[src/hdl/naive_bayes_text_classifier_core_defines.svh]
// ----------------------------------------------------------------------------
// Assertion macros for the naive Bayes classifier core
// Shared property wrappers; the using module provides i_clk and i_rst_n.
// ----------------------------------------------------------------------------
`ifndef NAIVE_BAYES_TEXT_CLASSIFIER_CORE_DEFINES_SVH
`define NAIVE_BAYES_TEXT_CLASSIFIER_CORE_DEFINES_SVH

// same-cycle implication
`define NBTC_ASSERT_IMP(lbl, ante, cons, msg) \
    lbl: assert property (@(posedge i_clk) disable iff (!i_rst_n) (ante) |-> (cons)) \
        else $error(msg);

// next-cycle implication
`define NBTC_ASSERT_NXT(lbl, ante, cons, msg) \
    lbl: assert property (@(posedge i_clk) disable iff (!i_rst_n) (ante) |=> (cons)) \
        else $error(msg);

`endif

[src/hdl/nbtc_pkg.sv]
// ----------------------------------------------------------------------------
// nbtc_pkg
// Constants, codes and controller/datapath interface types of the classifier.
// ----------------------------------------------------------------------------
package nbtc_pkg;

    localparam int MAX_LABELS = 8;
    localparam int LBL_W      = $clog2(MAX_LABELS);
    localparam int MAX_TERMS  = 4096;
    localparam int TERM_W     = 12;
    localparam int COUNT_BITS = 16;
    localparam int ROW_W      = MAX_LABELS * COUNT_BITS;
    localparam int LOG_W      = 22;
    localparam int LOGIN_W    = 33;

    localparam logic [COUNT_BITS-1:0] CNT_MAX = '1;
    localparam logic [15:0]           DOC_MAX = 16'hFFFF;
    localparam logic [31:0]           TOT_MAX = 32'hFFFF_FFFF;
    localparam logic signed [31:0]    SCORE_FLOOR = 32'sh8000_0000;
    localparam logic signed [31:0]    SCORE_CEIL  = 32'sh7FFF_FFFF;

    // item kinds
    localparam logic [2:0] K_TRAIN  = 3'd0;
    localparam logic [2:0] K_DOC    = 3'd1;
    localparam logic [2:0] K_CTERM  = 3'd2;
    localparam logic [2:0] K_FINISH = 3'd3;
    localparam logic [2:0] K_CLEAR  = 3'd4;

    // register indexes
    localparam logic CFG_VOCAB  = 1'b0;
    localparam logic CFG_LABELS = 1'b1;

    // log unit operand select
    localparam logic [1:0] LOG_NUM = 2'd0;
    localparam logic [1:0] LOG_DEN = 2'd1;
    localparam logic [1:0] LOG_DOC = 2'd2;

    typedef struct packed {
        logic       capture;
        logic       clr_step;
        logic       tab_clear;
        logic       train_wr;
        logic       doc_inc;
        logic       lbl_clr;
        logic       lbl_inc;
        logic       log_start;
        logic [1:0] log_sel;
        logic       keep_num;
        logic       score_upd;
        logic       fin_init;
        logic       fin_upd;
        logic       out_load;
    } t_cmd;

    typedef struct packed {
        logic [2:0] kind;
        logic       label_ok;
        logic       clr_last;
        logic       lbl_last;
        logic       fin_skip;
        logic       log_done;
        logic       log_busy;
        logic       out_free;
    } t_stat;

    // saturate a 34-bit signed sum to 32 bits
    function automatic logic signed [31:0] sat32(input logic signed [33:0] v);
        logic signed [31:0] r;
        if (v > 34'(SCORE_CEIL)) begin
            r = SCORE_CEIL;
        end else if (v < 34'(SCORE_FLOOR)) begin
            r = SCORE_FLOOR;
        end else begin
            r = v[31:0];
        end
        return r;
    endfunction

endpackage

[src/hdl/nbtc_ctrl.sv]
// ----------------------------------------------------------------------------
// nbtc_ctrl
// Sequencer: clearing pass, item dispatch and per-label loops.
// ----------------------------------------------------------------------------
module nbtc_ctrl import nbtc_pkg::*; (
    input  logic  i_clk,
    input  logic  i_rst_n,
    input  logic  i_valid,
    output logic  o_ready,
    input  t_stat i_st,
    output t_cmd  o_cmd
);

    localparam logic [3:0] S_CLR   = 4'd0;
    localparam logic [3:0] S_IDLE  = 4'd1;
    localparam logic [3:0] S_DISP  = 4'd2;
    localparam logic [3:0] S_TWR   = 4'd3;
    localparam logic [3:0] S_CNUM  = 4'd4;
    localparam logic [3:0] S_WNUM  = 4'd5;
    localparam logic [3:0] S_CDEN  = 4'd6;
    localparam logic [3:0] S_WDEN  = 4'd7;
    localparam logic [3:0] S_FCHK  = 4'd8;
    localparam logic [3:0] S_FWAIT = 4'd9;
    localparam logic [3:0] S_FOUT  = 4'd10;

    logic [3:0] r_state, n_state;

    always_ff @(posedge i_clk) begin
        if (!i_rst_n) begin
            r_state <= S_CLR;
        end else begin
            r_state <= n_state;
        end
    end

    // next state and commands
    always_comb begin
        n_state = r_state;
        o_cmd   = '0;
        o_ready = 1'b0;
        unique case (r_state)
            S_CLR: begin
                o_cmd.clr_step = 1'b1;
                if (i_st.clr_last) n_state = S_IDLE;
            end
            S_IDLE: begin
                o_ready = 1'b1;
                if (i_valid) begin
                    o_cmd.capture = 1'b1;
                    n_state = S_DISP;
                end
            end
            S_DISP: begin
                n_state = S_IDLE;
                unique case (i_st.kind)
                    K_TRAIN:  if (i_st.label_ok) n_state = S_TWR;
                    K_DOC:    o_cmd.doc_inc = 1'b1;
                    K_CTERM: begin
                        o_cmd.lbl_clr = 1'b1;
                        n_state = S_CNUM;
                    end
                    K_FINISH: begin
                        o_cmd.lbl_clr  = 1'b1;
                        o_cmd.fin_init = 1'b1;
                        n_state = S_FCHK;
                    end
                    K_CLEAR: begin
                        o_cmd.tab_clear = 1'b1;
                        n_state = S_CLR;
                    end
                    default: n_state = S_IDLE;
                endcase
            end
            S_TWR: begin
                o_cmd.train_wr = 1'b1;
                n_state = S_IDLE;
            end
            S_CNUM: begin
                o_cmd.log_start = 1'b1;
                o_cmd.log_sel   = LOG_NUM;
                n_state = S_WNUM;
            end
            S_WNUM: begin
                if (i_st.log_done) begin
                    o_cmd.keep_num = 1'b1;
                    n_state = S_CDEN;
                end
            end
            S_CDEN: begin
                o_cmd.log_start = 1'b1;
                o_cmd.log_sel   = LOG_DEN;
                n_state = S_WDEN;
            end
            S_WDEN: begin
                if (i_st.log_done) begin
                    o_cmd.score_upd = 1'b1;
                    if (i_st.lbl_last) begin
                        n_state = S_IDLE;
                    end else begin
                        o_cmd.lbl_inc = 1'b1;
                        n_state = S_CNUM;
                    end
                end
            end
            S_FCHK: begin
                if (i_st.fin_skip) begin
                    if (i_st.lbl_last) n_state = S_FOUT;
                    else o_cmd.lbl_inc = 1'b1;
                end else begin
                    o_cmd.log_start = 1'b1;
                    o_cmd.log_sel   = LOG_DOC;
                    n_state = S_FWAIT;
                end
            end
            S_FWAIT: begin
                if (i_st.log_done) begin
                    o_cmd.fin_upd = 1'b1;
                    if (i_st.lbl_last) begin
                        n_state = S_FOUT;
                    end else begin
                        o_cmd.lbl_inc = 1'b1;
                        n_state = S_FCHK;
                    end
                end
            end
            S_FOUT: begin
                if (i_st.out_free) begin
                    o_cmd.out_load = 1'b1;
                    n_state = S_IDLE;
                end
            end
            default: n_state = S_CLR;
        endcase
    end

endmodule

[config.mk]
export PLATFORM = sky130hd
export DESIGN_NAME = nbtc_ctrl
export DESIGN_NICKNAME = d
export VERILOG_FILES = /design/src/hdl/naive_bayes_text_classifier_core_defines.svh /design/src/hdl/nbtc_pkg.sv /design/src/hdl/nbtc_ctrl.sv
export SDC_FILE = /design/constraint.sdc
export NUM_CORES = 1
export LEC_CHECK = 0
export ABC_AREA = 1
export BUFFER_PORTS_ARGS = -buffer_cell sky130_fd_sc_hd__buf_4
export CAP_MARGIN = 40
export CORE_MARGIN = 5
export CORE_UTILIZATION = 43
export CTS_CLUSTER_DIAMETER = 150
export CTS_CLUSTER_SIZE = 10
export DETAILED_ROUTE_END_ITERATION = 10
export PLACE_DENSITY_LB_ADDON = 0.3
export SETUP_SLACK_MARGIN = 0.02
export SLEW_MARGIN = 0
export SYNTH_ARGS = -nofsm -noshare
export SYNTH_HDL_FRONTEND = slang
export SYNTH_SLANG_ARGS = --single-unit
[constraint.sdc]
create_clock -name i_clk -period 1.5 [get_ports i_clk]
set_input_delay 0.225 -clock i_clk [delete_from_list [all_inputs] [get_ports i_clk]]
set_output_delay 0.225 -clock i_clk [all_outputs]
set_load 0.03 [all_outputs]
==> summary.md, run 1 <==
| Metric | Value |
|---|---|
| Worst Skew | `0.008577 ns` |
| TritonCTS clock tree | `yes` |
| Biggest regs | `r_state (4)` |
| Share of layout cells above drive strength 1 | `0.6090` |
| H-tree Lvls | `1` |
| Failing checks | `negative setup slack` |
| Worst Max-Slew Pin Slew | `0.3999 ns` |
| Hold bufs inserted after CTS | `0` |
| Synth cell types | `18` |
| Time the worst path needs with I/O delays and setup | `1.664 ns` |
| Crit path from | `r_state[3]$_SDFFE_PN0P_` |
| Worst slew margin | `0.7331` |
| HP Start | `i_rst_n` |
| Leakage | `0.5977 nW` |
| WL final | `3399 microns` |
| Final setup violation count | `10` |
| Post-Syn Nets | `122` |
| Synth Area in Compound Gates | `0.1007` |
| First-pass GRT wire length | `3236 microns` |
| Outcome | `finished with violations` |
| Max rail drop VDD | `0.0009001 V` |
| Initial DRC Count | `54` |
| Synth Flop Type | `dfxtp_1` |
| Total power | `1.274 mW` |
| # Max-Cap Violations | `0` |
| Sequential-to-total area share from yosys stat | `0.1432` |
| Core area | `0.001269 sq mm` |
| Clk_lat worst skew | `0.24 ns` |
| Commonest cells post-synth | `nand2_1, inv_1, nor2_1, nand3_1, a21oi_1` |
| Critical Path End Type | `output port` |
| Max FFs per register | `4` |
| Post-synth top area share | `0.2416` |
| Final period utilization | `1.110` |
| Drt wl/cell | `19.88 microns` |
| CP max FO | `4` |
| Main combinational cell family by area after synthesis | `simple AND/OR/NAND/NOR gates` |
| Root Buffer | `clkbuf_4` |
| Reg with most FFs | `r_state` |
| Final instance area | `0.001185 sq mm` |
| Die W | `46.07 microns` |
| WP data arrival | `1.44 ns` |
| Clock sink total | `4` |
| Post-synth top area cell | `nand2_1` |
| Clk pin slew, worst setup/hold paths | `0.04 ns` |
| I/O Buffers | `27` |
| Final Util | `0.9339` |
| Yosys warns | `0` |
| Longest Clk Path Bufs | `2` |
| Post-Syn Instances | `109` |
| Setup WS post-layout | `-0.1644 ns` |
| Avg Inst Size Synth | `5.131 sq um` |
| N_diodes | `0` |
| Post-Place Cell Area | `825.8 sq um` |
| DP Wirelength | `1465 microns` |
| Initial antenna violation count | `0` |
| Pin count of the biggest net entering global routing | `8` |
| Adder-Cell Fraction of Synth Area | `0` |
| Final hold viol count | `0` |
| Avg Vias per Cell | `6.058` |
| P per Cell Area | `1075 mW/mm^2` |
| Total CTS buffers | `3` |
| Most frequent cell after synthesis | `nand2_1` |
| Hold Path Class | `in2reg` |
| GR Overflow Total | `0` |
| DRC | `0` |
| Achievable Freq | `600.8 MHz` |
| Vias after detailed routing | `1,036` |
| Synth Area in XOR/XNOR | `0` |
| Post-place setup slack | `0.03956 ns` |
| Initial Utilization | `0.4408` |
| Worst path required time | `1.27 ns` |
| Mapped cell area | `559.3 sq um` |
| RSZ-0062 raised after global routing | `yes` |
| # IOs | `29` |
| Multi-input gate area | `563.0 sq um` |
| Mux cell area share after synthesis | `0` |
| Fillers | `47` |
| Top area cells in the synthesized netlist | `nand2_1, dfxtp_1, inv_1` |
| Nets | `171` |
| FF+latch area | `95.09 sq um` |
| GP Congestion | `0.8100` |
| Number of enable flip-flop cells after synthesis | `0` |
| Die area | `0.002122 sq mm` |
| Total track usage | `0.2100` |
| Max-slew violation count | `0` |
| Vias in the first global route | `811` |
| Area Growth Syn to Fin | `111.9%` |
| Crit Path Category | `reg2out` |
| Initial DRT Pass Iterations | `5` |
| Post-synth ARST share | `0` |
| #FFs+latches synth | `4` |
| Die height | `46.07 microns` |
| Antenna viol nets, final | `0` |
| Reg2reg start | `r_state[0]$_SDFFE_PN0P_` |
| Post-Synth Simple-Gate Area | `0.6152` |
| Cell row count | `13` |
| Crit path launch type | `register` |
critical path: stages, from the launching register on:
cell and delay (ns):
dfxtp_4 0.40, inv_4 0.05, nor2_4 0.11, nand2_2 0.09, nand2_2 0.09, o211ai_1 0.15
a21oi_2 0.17, buf_6 0.15
worst paths after layout:
path | to | slack, ns | depth (start not counted)
worst max-delay path | o_cmd[8] | -0.16 | 7
worst min-delay path | r_state[0]$_SDFFE_PN0P_ | 0.31 | 3
worst max register to register | r_state[1]$_SDFFE_PN0P_ | 0 | 10
worst min register to register | r_state[3]$_SDFFE_PN0P_ | 0.55 | 2
where the power goes:
| part | leakage, nW | internal (mW) | switching (mW) |
|---|---|---|---|
| Clock | 0.0138 | 0.0896 | 0.0453 |
| Sequential | 0.0355 | 0.137 | 0.0548 |
| Combinational | 0.548 | 0.392 | 0.555 |
| Total | 0.598 | 0.618 | 0.655 |
logic make-up after synthesis:
kind of cell	count (synthesis)
AOI/OAI and AO/OA	10
and+or+nand+nor	74
buffers and inverters	21
DFF	4
metal layers:
layer | track usage | share of wire
met1 | 0.2204 | 0.34
met2 | 0.4011 | 0.50
met3 | 0.04688 | 0.091
met4 | 0.06818 | 0.072
met5 | 0 | 0
stage by stage:
| step | hold WS (ns) | setup TNS, ns | std cells |
|---|---|---|---|
| after global placement | 0.5017 | 0 | 155 |
| final | 0.3147 | -0.5592 | 171 |
| after CTS | 0.2672 | -0.1083 | 168 |
| after detailed placement | 0.5062 | 0 | 155 |
| after global routing | 0.3150 | -1.172 | 171 |
| after floorplan | 0.3956 | -0.02759 | 109 |
cells in the final DEF, fill, tap and decap left out, drive strengths merged:
| cell | n |
|---|---|
| nor2 | 24 |
| buf | 44 |
| o211ai | 1 |
| o21ai | 3 |
| nor3 | 1 |
| inv | 21 |
| a21oi | 6 |
| nand3 | 9 |
| nand3b | 1 |
| nand2 | 38 |
| clkbuf | 3 |
| dfxtp | 4 |
| nor4 | 1 |
cell type report:
| type | count | area share |
|---|---|---|
| well taps | 15 | 0.01584 |
| multi-input cells | 84 | 0.4752 |
| clock buffers | 3 | 0.01901 |
| repair buffers | 44 | 0.3390 |
| inverters | 21 | 0.07075 |
| flip-flops and latches | 4 | 0.08025 |
repair_timing:
item                       4_1_cts  5_1_grt
buffers inserted                10        3
pin swaps                        6       17
resized for setup               27       46
setup endpoints to repair       14       18
Power figures use the tool's default switching activity.
==> run 2: changes to the inputs <==
- ABC_AREA: 1 -> unset
- CORE_UTILIZATION: 43 -> 30
- GPL_TIMING_DRIVEN: unset -> 0
==> run 2 against run 1 <==
Effect of this change: the flow still finishes with violations (negative setup slack); critical path depth decreased by 1; area after synthesis increased by 5.4%; total power increased by 18%; first-iteration DRC count fell by 78%; global-route usage shrank 3.1 points; clock power about the same; largest power group unchanged.
==> summary.md, run 2 <==
| Metric | Value |
|---|---|
| Outcome | `finished with violations (unchanged)` |
| Failing checks | `negative setup slack (unchanged)` |
| Avg Vias per Cell | `5.383 (was 6.058)` |
| Die height | `54.32 microns (was 46.07 microns)` |
| Psw | `0.6845 mW (was 0.6554 mW)` |
| Time the worst path needs with I/O delays and setup | `1.737 ns (was 1.664 ns)` |
| Post-synth top area share | `0.1359 (was 0.2416)` |
| H-tree Lvls | `1 (unchanged)` |
| N_diodes | `0 (unchanged)` |
| HP Start | `i_rst_n (unchanged)` |
| DRC | `0 (unchanged)` |
| Final period utilization | `1.158 (was 1.110)` |
| CP max FO | `5 (was 4)` |
| Total power | `1.502 mW (was 1.274 mW)` |
| Synth cell types | `40 (was 18)` |
| Post-synth ARST share | `0 (unchanged)` |
| Initial DRT Pass Iterations | `4 (was 5)` |
| Most common cell after layout, fill and taps aside | `buf_4 (was nand2_1)` |
| Mapped cell area | `589.3 sq um (was 559.3 sq um)` |
| Most frequent cell after synthesis | `inv_1 (was nand2_1)` |
| Post-synth top area cell | `dfxtp_1 (was nand2_1)` |
| GP Congestion | `0.8052 (was 0.8100)` |
| Biggest regs | `r_state (4) (unchanged)` |
| Vias in the first global route | `840 (was 811)` |
| Antenna viol nets, final | `0 (unchanged)` |
| Most frequent cells in the layout | `buf_4, buf_6 (was nand2_1, buf_4, buf_6, inv_1, nor2_4)` |
| Avg Inst Size Synth | `7.653 sq um (was 5.131 sq um)` |
| Longest Clk Path Bufs | `2 (unchanged)` |
| Routing usage on met2 | `0.3486 (was 0.4011)` |
| Clock power share | `0.089 (was 0.106)` |
| FF+latch area | `95.09 sq um (unchanged)` |
| Worst Skew | `0.006463 ns (was 0.008577 ns)` |
| Final hold viol count | `0 (unchanged)` |
| Post-Syn Nets | `90 (was 122)` |
| Clock sink total | `4 (unchanged)` |
| RSZ-0062 raised after global routing | `yes (unchanged)` |
| P per Cell Area | `1188 mW/mm^2 (was 1075 mW/mm^2)` |
| I/O Buffers | `27 (unchanged)` |
| Reg2reg start | `r_state[2]$_SDFFE_PN0P_ (was r_state[0]$_SDFFE_PN0P_)` |
| DP Wirelength | `1470 microns (was 1465 microns)` |
| Cell row count | `16 (was 13)` |
| Initial DRC Count | `12 (was 54)` |
| Leakage | `0.5218 nW (was 0.5977 nW)` |
| Initial antenna violation count | `0 (unchanged)` |
| Crit path launch type | `register (unchanged)` |
| Crit Path Category | `reg2reg (was reg2out)` |
| Number of enable flip-flop cells after synthesis | `0 (unchanged)` |
| Total CTS buffers | `3 (unchanged)` |
| Worst Max-Slew Pin Slew | `0.4031 ns (was 0.3999 ns)` |
| Critical Path Max Stage Delay | `0.38 ns (was 0.40 ns)` |
| WL final | `2348 microns (was 3399 microns)` |
| Critical Path End Type | `register (was output port)` |
| Critical path's top delay family | `simple AND/OR/NAND/NOR gates (was flip-flops)` |
| M3 GR Usage | `0.03270 (was 0.04688)` |
| Clk_lat worst skew | `0.24 ns (about the same)` |
| Hold Path Class | `in2reg (unchanged)` |
| Critical-path top delay cell | `or3b_1 (was dfxtp_4)` |
| Initial Utilization | `0.3066 (was 0.4408)` |
| Die W | `54.32 microns (was 46.07 microns)` |
| Commonest cells post-synth | `inv_1, nand2b_1, nor2_1 (was nand2_1, inv_1, nor2_1, nand3_1, a21oi_1)` |
| Sw Share | `0.4555 (was 0.5146)` |
| #FFs+latches synth | `4 (unchanged)` |
| Vias after detailed routing | `829 (was 1,036)` |
| Sequential power share | `0.131 (was 0.151)` |
| Die area | `0.002951 sq mm (was 0.002122 sq mm)` |
| # IOs | `29 (unchanged)` |
| Max rail drop VDD | `0.0008108 V (was 0.0009001 V)` |
| Reg with most FFs | `r_state (unchanged)` |
| Achievable Freq | `575.9 MHz (was 600.8 MHz)` |
| Sequential-to-total area share from yosys stat | `0.1359 (was 0.1432)` |
| Yosys warns | `0 (unchanged)` |
| Worst path required time | `1.61 ns (was 1.27 ns)` |
| Root Buffer | `clkbuf_4 (unchanged)` |
| Max FFs per register | `4 (unchanged)` |
| Fillers | `165 (was 47)` |
| TritonCTS clock tree | `yes (unchanged)` |
| Busiest layer in global routing | `met2 (unchanged)` |
| Post-Syn Instances | `77 (was 109)` |
| Synth Flop Type | `dfxtp_1 (unchanged)` |
| Top area cells in the synthesized netlist | `dfxtp_1, nand2b_1, o32ai_4 (was nand2_1, dfxtp_1, inv_1)` |
| Area Growth Syn to Fin | `114.6% (was 111.9%)` |
| Worst path bufs/invs | `2 (unchanged)` |
| Int Power | `0.8180 mW (was 0.6182 mW)` |
| Total track usage | `0.1792 (was 0.2100)` |
| Critical path cell sequence | `or3b_1 > buf_6 > buf_12 > o32ai_4 > or2_1 > o31ai_1 (was inv_4 > nor2_4 > nand2_2 > nand2_2 > o211ai_1 > a21oi_2 > buf_6)` |
| First-pass GRT wire length | `3760 microns (was 3236 microns)` |
| Combinational Power Share | `0.780 (was 0.743)` |
| Clk pin slew, worst setup/hold paths | `0.04 ns (about the same)` |
| Max-slew violation count | `0 (unchanged)` |
| Crit path from | `r_state[2]$_SDFFE_PN0P_ (was r_state[3]$_SDFFE_PN0P_)` |
| Met1 GRT Util | `0.1783 (was 0.2204)` |
| GR Overflow Total | `0 (unchanged)` |
| Pin count of the biggest net entering global routing | `11 (was 8)` |
| Nets | `142 (was 171)` |
| Setup TNS | `-2.820 ns (was -0.5592 ns)` |
| Final setup violation count | `19 (was 10)` |
| WP data arrival | `1.85 ns (was 1.44 ns)` |
| Setup WS post-layout | `-0.2366 ns (was -0.1644 ns)` |
| # Max-Cap Violations | `0 (unchanged)` |
| Core area | `0.001922 sq mm (was 0.001269 sq mm)` |
| Share of layout cells above drive strength 1 | `0.6850 (was 0.6090)` |
| Multi-input gate area | `590.6 sq um (was 563.0 sq um)` |
| Drt wl/cell | `15.25 microns (was 19.88 microns)` |
| Worst slew margin | `0.7277 (was 0.7331)` |
==> run 2: per-stage QoR <==
step / cells / utilization / setup slack, ns / cell area [sq um] / hold WS [ns]
after floorplan: 77 / - / -0.2204 / 671.9 / 0.3424
after global routing: 154 / 0.6582 / -0.2991 / 1265 / 0.2310
after global placement: 131 / 0.4727 / -0.1663 / 908.4 / 0.4708
after detailed placement: 131 / 0.4727 / -0.1574 / 908.4 / 0.4699
after CTS: 151 / 0.6302 / -0.2635 / 1211 / 0.2291
final: 154 / 0.6582 / -0.2366 / 1265 / 0.2347
==> run 2: power groups by stage <==
stage	registers (mW)	logic, mW	clock network [mW]
finish	0.197	1.17	0.133
global route	0.201	1.25	0.149
CTS	0.193	1.07	0.137
detailed placement	0.163	0.807	0
global placement	0.163	0.799	0
floorplan	0.156	0.605	0
==> run 2: timing repair <==
item / 4_1_cts / 5_1_grt
setup buffers: 18 / 3
pin swaps: 14 / 5
endpoints found under the setup margin: 20 / 20
hold buffers: 0 / 0
gates resized for setup: 38 / 7
==> run 2: worst paths after layout <==
kind | endpoint | depth (start not counted) | slack [ns]
setup / recovery | r_state[0]$_SDFFE_PN0P_ | 6 | -0.24
hold / removal | r_state[3]$_SDFFE_PN0P_ | 2 | 0.23
setup reg to reg | r_state[0]$_SDFFE_PN0P_ | 6 | -0.24
hold reg to reg | r_state[0]$_SDFFE_PN0P_ | 3 | 0.73
==> run 2: cell type report <==
class | instances | area share
plain buffers | 5 | 0.05045
clock buffers | 3 | 0.01780
inverters | 6 | 0.02077
multi-input cells | 61 | 0.4669
flip-flops and latches | 4 | 0.07517
well taps | 27 | 0.02671
repair buffers | 48 | 0.3422
==> run 2: cell families after synthesis <==
| group | Yosys count | synth area share |
|---|---|---|
| flops | 4 | 0.1359 |
| buf+inv | 12 | 0.1104 |
| simple gates | 40 | 0.4437 |
| compound gates | 21 | 0.3100 |
==> run 2: per-layer routing <==
layer  up-vias  wire length [microns]
li1        396                      -
met1       395                    900
met2        28                   1251
met3        10                    121
met4         0                     74
met5         -                      0
==> run 3: changes to the inputs <==
- BUFFER_PORTS_ARGS: -buffer_cell sky130_fd_sc_hd__buf_4 -> -buffer_cell sky130_fd_sc_hd__clkbuf_2
==> run 3 against run 2 <==
Effect of this change: the run still ends with negative setup slack left; design area rose by 5.4%; global-route usage hardly changed; worst setup slack got worse by 0.022 ns; critical path depth unchanged; clock skew is 0.0027 ns lower; clock-buffer cell count unchanged; first-iteration DRC count rose by 50%; total power rose by 12%; sequential power is 4% higher.
==> summary.md, run 3 (synthesized netlist as in run 2, its figures left out) <==
| Metric | Value |
|---|---|
| Final period utilization | `1.172 (was 1.158)` |
| Final hold slack | `0.2550 ns (was 0.2347 ns)` |
| Worst path required time | `1.27 ns (was 1.61 ns)` |
| Worst Skew | `0.003798 ns (was 0.006463 ns)` |
| GP Congestion | `0.8610 (was 0.8052)` |
| Time the worst path needs with I/O delays and setup | `1.758 ns (was 1.737 ns)` |
| Max FFs per register | `4 (unchanged)` |
| Cell row count | `16 (unchanged)` |
| Avg Vias per Cell | `5.449 (was 5.383)` |
| Vias after detailed routing | `861 (was 829)` |
| Worst Hold Endpoint | `r_state[3]$_SDFFE_PN0P_ (unchanged)` |
| P per Cell Area | `1263 mW/mm^2 (was 1188 mW/mm^2)` |
| Uppermost routed layer | `met4 (unchanged)` |
| Worst Max-Slew Pin Slew | `0.4235 ns (was 0.4031 ns)` |
| Hold Path Class | `in2reg (unchanged)` |
| Sw Share | `0.4379 (was 0.4555)` |
| Initial antenna violation count | `0 (unchanged)` |
| Vias in the first global route | `827 (was 840)` |
| Most frequent cells in the layout | `buf_4, clkbuf_2, buf_6, buf_8, clkbuf_8 (was buf_4, buf_6)` |
| Nets | `146 (was 142)` |
| Sequential power share | `0.121 (was 0.131)` |
| DP Wirelength | `1449 microns (was 1470 microns)` |
| Met2 routed WL | `1467 microns (was 1251 microns)` |
| Clock power share | `0.079 (was 0.089)` |
| Max-slew violation count | `0 (unchanged)` |
| Crit Path Category | `reg2out (was reg2reg)` |
| Total CTS buffers | `3 (unchanged)` |
| Int Power | `0.9466 mW (was 0.8180 mW)` |
| Clock sink total | `4 (unchanged)` |
| Met1 WL | `973 microns (was 900 microns)` |
| Fin cells | `158 (was 154)` |
| RSZ-0062 raised after global routing | `yes (unchanged)` |
| Die area | `0.002951 sq mm (unchanged)` |
| CP max FO | `6 (was 5)` |
| I/O Buffers | `27 (unchanged)` |
| # IOs | `29 (unchanged)` |
| DRC | `0 (unchanged)` |
| Antenna viol nets, final | `0 (unchanged)` |
| R2R cell count | `6 (unchanged)` |
| # Max-Cap Violations | `0 (unchanged)` |
| Leakage | `0.5523 nW (was 0.5218 nW)` |
| Fillers | `142 (was 165)` |
| Root Buffer | `clkbuf_4 (unchanged)` |
| Outcome | `finished with violations (unchanged)` |
| Final hold viol count | `0 (unchanged)` |
| Achievable Freq | `568.7 MHz (was 575.9 MHz)` |
| N_diodes | `0 (unchanged)` |
| Longest Clk Path Bufs | `2 (unchanged)` |
| Initial DRC Count | `18 (was 12)` |
| Hold Path Depth | `2 (unchanged)` |
| Clk pin slew, worst setup/hold paths | `0.04 ns (about the same)` |
| WP data arrival | `1.53 ns (was 1.85 ns)` |
| Reg2reg start | `r_state[3]$_SDFFE_PN0P_ (was r_state[2]$_SDFFE_PN0P_)` |
| Total track usage | `0.1790 (was 0.1792)` |
| Initial DRT Pass Iterations | `4 (unchanged)` |
| TritonCTS clock tree | `yes (unchanged)` |
| Initial Utilization | `0.3066 (unchanged)` |
| Core area | `0.001922 sq mm (unchanged)` |
| Clk_lat worst skew | `0.24 ns (about the same)` |
| Crit path launch type | `register (unchanged)` |
| FF-to-FF setup slack | `-0.23 ns (was -0.24 ns)` |
| GR Overflow Total | `0 (unchanged)` |
| Worst slew margin | `0.7141 (was 0.7277)` |
| Pin count of the biggest net entering global routing | `11 (unchanged)` |
| Area Growth Syn to Fin | `126.3% (was 114.6%)` |
| Max rail drop VDD | `0.0009453 V (was 0.0008108 V)` |
| Critical Path End Type | `output port (was register)` |
| First-pass GRT wire length | `3905 microns (was 3760 microns)` |
| Share of layout cells above drive strength 1 | `0.7099 (was 0.6850)` |
| Setup WS post-layout | `-0.2584 ns (was -0.2366 ns)` |
| HP Start | `i_rst_n (unchanged)` |
| RR Endpoint | `r_state[1]$_SDFFE_PN0P_ (was r_state[0]$_SDFFE_PN0P_)` |
| Met3 WL | `166 microns (was 121 microns)` |
| WL final | `2683 microns (was 2348 microns)` |
| Placed cell count | `131 (unchanged)` |
| Drt wl/cell | `16.98 microns (was 15.25 microns)` |
| Reg with most FFs | `r_state (unchanged)` |
| Combinational Power Share | `0.800 (was 0.780)` |
| Die W | `54.32 microns (unchanged)` |
| Hold bufs inserted after CTS | `0 (unchanged)` |
| Final setup violation count | `19 (unchanged)` |
| Die height | `54.32 microns (unchanged)` |
| Failing checks | `negative setup slack (unchanged)` |
| Total power | `1.684 mW (was 1.502 mW)` |
| Psw | `0.7374 mW (was 0.6845 mW)` |
| H-tree Lvls | `1 (unchanged)` |
| Biggest regs | `r_state (4) (unchanged)` |
| Most common cell after layout, fill and taps aside | `buf_4 (unchanged)` |
run 3: changes by cell type in the layout (fill, tap and decap cells not counted), sizes merged:
| cell | previous run | this run |
|---|---|---|
| clkbuf | 3 | 20 |
| buf | 53 | 40 |
run 3: worst max path at each step:
stage | from | endpoint | depth (start not counted)
after floorplan | r_state[0]$_SDFFE_PN0P_ | o_cmd[10] | 3
after global placement | r_state[0]$_SDFFE_PN0P_ | r_state[1]$_SDFFE_PN0P_ | 5
after detailed placement | r_state[0]$_SDFFE_PN0P_ | r_state[1]$_SDFFE_PN0P_ | 5
after CTS | r_state[0]$_SDFFE_PN0P_ | o_cmd[10] | 4
after global routing | r_state[1]$_SDFFE_PN0P_ | o_cmd[7] | 6
final | r_state[3]$_SDFFE_PN0P_ | o_cmd[7] | 6
run 3: through the flow:
| step | setup slack (ns) | setup TNS, ns | area (sq um) | utilization |
|---|---|---|---|---|
| 4_1_cts | -0.2955 | -2.589 | 1220 | 0.6348 |
| 5_1_grt | -0.2949 | -4.297 | 1334 | 0.6940 |
| 6_report | -0.2584 | -3.010 | 1334 | 0.6940 |
| 2_1_floorplan | -0.2204 | -0.5256 | 671.9 | - |
| 3_5_place_dp | -0.1561 | -0.8342 | 840.8 | 0.4375 |
| 3_3_place_gp | -0.1691 | -0.7313 | 840.8 | 0.4375 |
run 3: routing by layer:
layer | track usage | vias to the layer above
met5 | 0 | -
met1 | 0.1987 | 411
met2 | 0.3187 | 43
met4 | 0.08299 | 0
li1 | - | 399
met3 | 0.04087 | 8
run 3: cell type report:
class	count	area [sq um]	area share
multi-input cells	61	613.1	0.4597
repair buffers	53	498.0	0.3734
flip-flops and latches	4	95.09	0.07129
plain buffers	4	42.54	0.03189
well taps	27	33.78	0.02533
inverters	6	28.78	0.02158
clock buffers	3	22.52	0.01689
run 3: timing repair:
action	CTS	global route
gates resized for setup	54	29
setup endpoints to repair	20	20
pin swaps	10	7
setup buffers	18	8
run 3: critical path, cell delays in order, from the launching register on:
cell	delay, ns
dfxtp_4	0.37
or3b_1	0.36
buf_6	0.15
nor2_4	0.08
nor2_1	0.05
nor2_1	0.11
buf_4	0.17
run 3: power groups by stage:
stage	Clock (mW)	Combinational (mW)	Sequential, mW
final	0.133	1.35	0.204
after global routing	0.153	1.42	0.209
after CTS	0.136	1.20	0.171
after detailed placement	0	0.761	0.164
after global placement	0	0.757	0.163
after floorplan	0	0.605	0.156
